==> config.mk <==
export PLATFORM = sky130hd
export DESIGN_NAME = sorted_insert_stack
export DESIGN_NICKNAME = d
export VERILOG_FILES = /design/src/hdl/sis_pkg.sv /design/src/hdl/sorted_insert_stack.sv /design/src/hdl/sis_cell.sv
export VERILOG_INCLUDE_DIRS = /design/src /design/src/hdl
export SDC_FILE = /design/constraint.sdc
export NUM_CORES = 2
export LEC_CHECK = 0
export BUFFER_PORTS_ARGS = -buffer_cell sky130_fd_sc_hd__buf_2
export CORE_ASPECT_RATIO = 0.7
export CORE_MARGIN = 4
export CORE_UTILIZATION = 55
export DETAILED_ROUTE_END_ITERATION = 12
export GPL_TIMING_DRIVEN = 0
export PLACE_DENSITY = 0.71
export SLEW_MARGIN = 20
export SYNTH_ARGS = -nofsm -noshare
export SYNTH_HDL_FRONTEND = slang
export SYNTH_SLANG_ARGS = --single-unit
==> constraint.sdc <==
create_clock -name clk_i -period 13.72 [get_ports clk_i]
set_input_delay 2.058 -clock clk_i [delete_from_list [all_inputs] [get_ports clk_i]]
set_output_delay 2.058 -clock clk_i [all_outputs]
set_load 0.05 [all_outputs]
==> src/hdl/sorted_insert_stack_macros.svh <==
// Assertion macros shared by the sorted insert stack RTL.
`ifndef SORTED_INSERT_STACK_MACROS_SVH
`define SORTED_INSERT_STACK_MACROS_SVH

// Same-cycle implication, disabled during reset.
`define SIS_ASSERT_IMPL(label, clk, rst_n, ante, cons) \
  label: assert property (@(posedge clk) disable iff (!rst_n) (ante) |-> (cons)) \
    else $error("sorted_insert_stack: assertion failed");

// Next-cycle implication, disabled during reset.
`define SIS_ASSERT_NEXT(label, clk, rst_n, ante, cons) \
  label: assert property (@(posedge clk) disable iff (!rst_n) (ante) |=> (cons)) \
    else $error("sorted_insert_stack: assertion failed");

`endif

==> src/hdl/sis_pkg.sv <==
// Package with sizes, opcodes and cell control type of the sorted insert stack.
package sis_pkg;

  localparam int unsigned DEPTH   = 16;
  localparam int unsigned CNT_W   = $clog2(DEPTH + 1);
  localparam int unsigned VALUE_W = 32;
  localparam int unsigned COUNT_W = 5;

  localparam logic OP_INSERT = 1'b0;
  localparam logic OP_REMOVE = 1'b1;

  typedef struct packed {
    logic                       ins;
    logic                       rem;
    logic signed [VALUE_W-1:0]  value;
  } cell_ctrl_t;

endpackage

==> src/hdl/sorted_insert_stack.sv <==
// Top level of the sorted insert stack: a shift-register min priority queue.
//
// Input channel s_axis: tuser carries the opcode (insert or remove), tdata the
// signed 32-bit value to insert. Output channel m_axis: one result item per
// input item with the top value, the count, an empty flag and an error flag.
// The store is a chain of DEPTH cells; cell 0 holds the smallest value. On an
// insert every cell compares its value with the new one and either keeps its
// value, takes the new one, or takes the value of the cell above; on a remove
// every cell takes the value of the cell below. All cells move in the same cycle.
// The result is registered and appears in the cycle after the item is accepted.
// Throughput: one item per cycle while the receiver takes each result.
// An insert into a full store or a remove from an empty one leaves the store
// unchanged and reports error. Reset empties the store (count zero) and drops
// any pending result; cell contents are not cleared. When the receiver stalls
// the result is held in the output register and s_axis_tready_o drops until
// the result is taken.
`include "sorted_insert_stack_macros.svh"
module sorted_insert_stack
  import sis_pkg::*;
(
  input  logic        clk_i,
  input  logic        rst_ni,
  input  logic        s_axis_tvalid_i,
  output logic        s_axis_tready_o,
  input  logic [31:0] s_axis_tdata_i,  // [31:0] value
  input  logic        s_axis_tuser_i,  // [0] opcode
  output logic        m_axis_tvalid_o,
  input  logic        m_axis_tready_i,
  output logic [39:0] m_axis_tdata_o   // [31:0] top_value, [36:32] count,
                                       // [37] empty_res, [38] error, [39] zero
);

  logic [CNT_W-1:0]          count_q, count_d;
  logic                      out_valid_q;
  logic signed [VALUE_W-1:0] out_top_q;
  logic [COUNT_W-1:0]        out_count_q;
  logic                      out_empty_q, out_error_q;

  logic                      in_acc, is_full, is_empty, ins_ok, rem_ok, err;
  cell_ctrl_t                ctrl;

  logic                      smaller [DEPTH];
  logic signed [VALUE_W-1:0] cell_q  [DEPTH];
  logic signed [VALUE_W-1:0] cell_d  [DEPTH];

  assign s_axis_tready_o = !out_valid_q || m_axis_tready_i;
  assign in_acc          = s_axis_tvalid_i && s_axis_tready_o;
  assign is_full         = (count_q == CNT_W'(DEPTH));
  assign is_empty        = (count_q == '0);
  assign ins_ok          = in_acc && (s_axis_tuser_i == OP_INSERT) && !is_full;
  assign rem_ok          = in_acc && (s_axis_tuser_i == OP_REMOVE) && !is_empty;
  assign err             = ((s_axis_tuser_i == OP_INSERT) && is_full) ||
                           ((s_axis_tuser_i == OP_REMOVE) && is_empty);

  assign ctrl.ins   = ins_ok;
  assign ctrl.rem   = rem_ok;
  assign ctrl.value = $signed(s_axis_tdata_i);

  always_comb begin
    count_d = count_q;
    if (ins_ok) begin
      count_d = count_q + CNT_W'(1);
    end else if (rem_ok) begin
      count_d = count_q - CNT_W'(1);
    end
  end

  for (genvar i = 0; i < DEPTH; i++) begin : g_cell
    logic                      occ, above_sm;
    logic signed [VALUE_W-1:0] above_v, below_v;

    assign occ = (count_q > CNT_W'(i));

    if (i == 0) begin : g_first
      assign above_sm = 1'b1;
      assign above_v  = '0;
    end else begin : g_mid
      assign above_sm = smaller[i-1];
      assign above_v  = cell_q[i-1];
    end

    if (i == DEPTH - 1) begin : g_last
      assign below_v = '0;
    end else begin : g_inner
      assign below_v = cell_q[i+1];
    end

    sis_cell u_cell (
      .clk_i           (clk_i),
      .ctrl_i          (ctrl),
      .occupied_i      (occ),
      .above_smaller_i (above_sm),
      .above_value_i   (above_v),
      .below_value_i   (below_v),
      .smaller_o       (smaller[i]),
      .value_o         (cell_q[i]),
      .value_d_o       (cell_d[i])
    );
  end

  always_ff @(posedge clk_i or negedge rst_ni) begin
    if (!rst_ni) begin
      count_q     <= '0;
      out_valid_q <= 1'b0;
    end else begin
      count_q <= count_d;
      if (in_acc) begin
        out_valid_q <= 1'b1;
      end else if (m_axis_tready_i) begin
        out_valid_q <= 1'b0;
      end
    end
  end

  always_ff @(posedge clk_i) begin
    if (in_acc) begin
      out_top_q   <= (count_d != '0) ? cell_d[0] : '0;
      out_count_q <= COUNT_W'(count_d);
      out_empty_q <= (count_d == '0);
      out_error_q <= err;
    end
  end

  assign m_axis_tvalid_o = out_valid_q;
  assign m_axis_tdata_o  = {1'b0, out_error_q, out_empty_q, out_count_q, out_top_q};

  `SIS_ASSERT_IMPL(a_count_bound, clk_i, rst_ni, 1'b1, count_q <= CNT_W'(DEPTH))
  `SIS_ASSERT_NEXT(a_insert_count, clk_i, rst_ni, ins_ok, count_q == $past(count_q) + CNT_W'(1))
  `SIS_ASSERT_IMPL(a_error_edge, clk_i, rst_ni, out_valid_q && out_error_q, is_empty || is_full)
  `SIS_ASSERT_IMPL(a_top_order, clk_i, rst_ni, count_q > CNT_W'(1), cell_q[0] <= cell_q[1])

endmodule

==> src/hdl/sis_cell.sv <==
// One slot of the sorted chain: holds a value and shifts with its neighbors.
module sis_cell
  import sis_pkg::*;
(
  input  logic                      clk_i,
  input  cell_ctrl_t                ctrl_i,
  input  logic                      occupied_i,
  input  logic                      above_smaller_i,
  input  logic signed [VALUE_W-1:0] above_value_i,
  input  logic signed [VALUE_W-1:0] below_value_i,
  output logic                      smaller_o,
  output logic signed [VALUE_W-1:0] value_o,
  output logic signed [VALUE_W-1:0] value_d_o
);

  logic signed [VALUE_W-1:0] value_q, value_d;

  always_comb begin
    smaller_o = occupied_i && (value_q < ctrl_i.value);
    value_d   = value_q;
    if (ctrl_i.ins) begin
      priority if (smaller_o) begin
        value_d = value_q;
      end else if (above_smaller_i) begin
        value_d = ctrl_i.value;
      end else begin
        value_d = above_value_i;
      end
    end else if (ctrl_i.rem) begin
      value_d = below_value_i;
    end
  end

  always_ff @(posedge clk_i) begin
    value_q <= value_d;
  end

  assign value_o   = value_q;
  assign value_d_o = value_d;

endmodule

==> results.md <==
- Status: finished clean
- Reg2Reg Setup Slack: 8.46 ns
- CTS tree: built
- Most frequent CP cell: buf_2
- CP peak stage delay: 0.74 ns
- Worst path cell trace: buf_2, inv_1, ha_1, nand4_1, nor3_1, a221oi_1, o221ai_1, a41oi_1, a32oi_2, buf_2, nand2_1, nand2_2, buf_12
- Reg2Reg Depth: 11
- Adder-cell share of the synthesized area: 0.162
- Startpoint type of the worst setup path: input port
- Synth top area cells: edfxtp_1 40%, ha_1 16%, mux2i_1 12%
- Final Setup Violations: 0
- Initial DRC Count: 3952
- Synth top area share: 0.402
- Measured slew at the worst slew-check pin: 1.24 ns
- Most used DFF post-synth: edfxtp_1
- PD cells: roughly 170 mW/mm^2
- First-pass DRT Iterations: 6
- Fin Hold WS: 0.560 ns
- DRT Wirelength: 119 mm
- Post-synthesis sequential area ratio: 0.423
- Top cell family by delay on the critical path: compound AO/OA/AOI/OAI gates
- XOR/XNOR Fraction of Synth Area: 0.000904
- Top-Level Pins: 79
- H-tree levels: 2
- Post-CTS sizing: 0
- Layout area overhead: 9.62%
- Cell Area, Synth: 0.0388 mm^2
- CTS Hold Bufs: 0
- Synth cell types: 78
- DRC: 0
- Levels on crit path: 13
- Worst endpoint required time: 14.05 ns
- # Post-CTS Setup Buffers: 0
- VDD IR max: 0.113 mV
- Vias after detailed routing: 31800
- Clk buf depth: 3
- Initial antenna violation count: 2
- Area after detailed placement: 0.0407 mm^2
- Yosys top cell by area: edfxtp_1
- Final instance area: 0.0425 mm^2
- Crit-path slowest cell: a32oi_2
- Post-synthesis mux area share: 0.117
- Post-synthesis simple-gate area fraction: 0.114
- Cells after DPL: 4778
- Detail Placement HPWL: 94.5 mm
- Layout Cells excl Fill: 4880
- Power, Total: 7.05 mW
- Max-cap violations: 0
- Vias in the first global route: 30300
- TritonCTS buffer count: 56
- Setup TNS: 0 ns
- Die area: 0.0748 mm^2
- Die width: roughly 330 um
- RSZ-0062 raised after global routing: no
- Port bufs: 77
- Post-synth EDFFs: 519
- Syn avg cell area: approximately 10 um^2
- Slew Limit Headroom: 0.169
- Core ar.: 0.0698 mm^2
- First-pass GRT wire length: approximately 180 mm
- Row count: 81
- Asr flop ratio synth: 0.0108
- Crit. End Element: register
- Synthesized instance count: 3773
- Largest net degree at the start of global routing: 33
- CTS clock-pin slew for the worst setup and hold paths: 0.06 ns
- WHS Path Cells: 2
- YS warnings: 0
- Final nets: 4461
- Slew Limit Fails: 0
- CP bufs+invs: 4
- Die H: 230 um
- Gr ovfl total: 0
- Worst-path fanout max: 24
- Synth Area in Compound Gates: 0.154
- Lkg Pwr: about 19 nW
- Worst Path Class, Setup: input port to register
- Gr usage total: 0.308
- Fraction of layout cells with a size suffix above 1: 0.0736
- CP arrival: 6.95 ns
- DR WL/cell: 24.5 um
- Post-route ant nets: 0
- Syn nets: 4311
- Starting density of the core: 0.555
- Synth Register Bits: ~560
- Tcrit/Tclk final: 0.482
- Worst-skew pair later-pin latency: 0.65 ns
- Sink Count: 557
- Root buffer cell: clkbuf_16
- Fin. Hold Viols: 0
- Final RePlAce weighted congestion: between 0.9 and 1
- Max frequency: between 150 and 200 MHz
- Tmin final: 6.62 ns
- Clock Skew: 0.0262 ns
- Hold crit path type: register to register
- Largest family of logic cells by synthesized area: adder cells
- Vias per cell: 6.53
registers in the layout (all words and copies together) (netlist names):
| signal | flops |
|---|---|
| g_cell.u_cell.value_o | 512 |
| out_error_q | 1 |
| out_empty_q | 1 |
| m_axis_tvalid_o | 1 |
| out_count_q | 5 |
| out_top_q | 32 |
| count_q | 5 |
per-stage QoR:
step | util | worst slack [ns]
after global placement | 0.577 | 4.12
after floorplan | - | 6.86
final | 0.608 | 7.10
after detailed placement | 0.582 | 6.84
after CTS | 0.608 | 7.50
after global routing | 0.608 | 7.06
routing by layer:
| layer | up-vias | GRT usage | share of wire |
|---|---|---|---|
| met5 | - | 0 | 0 |
| met4 | 0 | 0.0629 | 0.019 |
| met3 | 143 | 0.0712 | 0.12 |
| met2 | 1658 | 0.419 | 0.39 |
| met1 | 15400 | 0.494 | 0.47 |
| li1 | 14700 | - | - |
path summary, 6_finish.rpt:
check                                                             from                                       to
hold / removal             g_cell[15].u_cell.value_o[31]$_SDFFCE_PN0P_  g_cell[14].u_cell.value_o[31]$_DFFE_PP_
setup / recovery                                    s_axis_tdata_i[27]    g_cell[6].u_cell.value_o[1]$_DFFE_PP_
min in group asynchronous                                       rst_ni                     count_q[2]$_DFF_PN0_
setup reg to reg                                  count_q[1]$_DFF_PN0_    g_cell[7].u_cell.value_o[1]$_DFFE_PP_
hold reg to reg            g_cell[15].u_cell.value_o[31]$_SDFFCE_PN0P_  g_cell[14].u_cell.value_o[31]$_DFFE_PP_
max in group asynchronous                                       rst_ni              m_axis_tvalid_o$_DFFE_PN0P_
synth_stat cells, drive strengths merged, types with 6 or more instances:
master   number
a2111oi      41
a211oi       56
a21o         77
a21oi       299
a31oi         7
a41oi         9
and4          6
buf          65
clkbuf      158
dfrtp         6
dfxtp        32
edfxtp      519
ha          501
inv          44
mux2i       452
nand2       445
nand2b       13
nand3        48
nand4       100
nor2        308
nor2b        13
nor3         24
nor3b        10
nor4          9
o211ai       50
o21a         10
o21ai       390
area by class of cell:
type                    count  area, um^2
multi-input cells        2949       21300
inverters                  44         165
clock inverters            26         268
flip-flops and latches    557       16400
plain buffers             223         977
repair buffers             92         689
well taps                 913        1140
fillers                  5869       27300
clock buffers              74        1530
diodes                      2        5.00
cells in the final DEF (no fill, tap or decap), drive strengths merged, types with 7 or more instances in the layout:
master	count
a2111oi	41
a211oi	56
a21o	77
a21oi	299
a31oi	7
a41oi	9
buf	157
clkbuf	232
clkinv	19
dfxtp	32
edfxtp	519
ha	501
inv	44
mux2i	452
nand2	445
nand2b	13
nand3	48
nand4	100
nor2	308
nor2b	13
nor3	24
nor3b	10
nor4	9
o211ai	50
o21a	10
o21ai	390
worst register-to-register path, stage by stage (launching register included):
cell,delay [ns]
dfrtp_1,0.39
clkbuf_1,0.36
inv_1,0.15
ha_1,0.22
inv_1,0.07
nor3_1,0.06
a211oi_1,0.70
clkbuf_1,0.78
clkbuf_1,0.69
buf_1,0.58
nand2_1,0.13
nand2_2,0.69
report_power, final:
| group | leakage (nW) | total, mW | switching (mW) | internal, mW |
|---|---|---|---|---|
| sequential | 5.24 | 2.60 | 0.268 | 2.33 |
| combinational | 12.7 | 2.84 | 1.76 | 1.07 |
| clock | 0.878 | 1.61 | 0.715 | 0.890 |
| total | 18.8 | 7.05 | 2.75 | 4.30 |
cell families (layout without fill, tap and decap cells):
family / count (synthesis) / count (layout)
AOI/OAI and AO/OA: 984 / 984
xor gates and xnor gates: 4 / 4
buffers and inverters: 267 / 459
other: 1 / 3
DFF: 557 / 557
adders and majority gates: 501 / 501
muxes: 453 / 453
and+or+nand+nor: 1006 / 1006
Note: power is estimated with default switching activity, not from simulation.
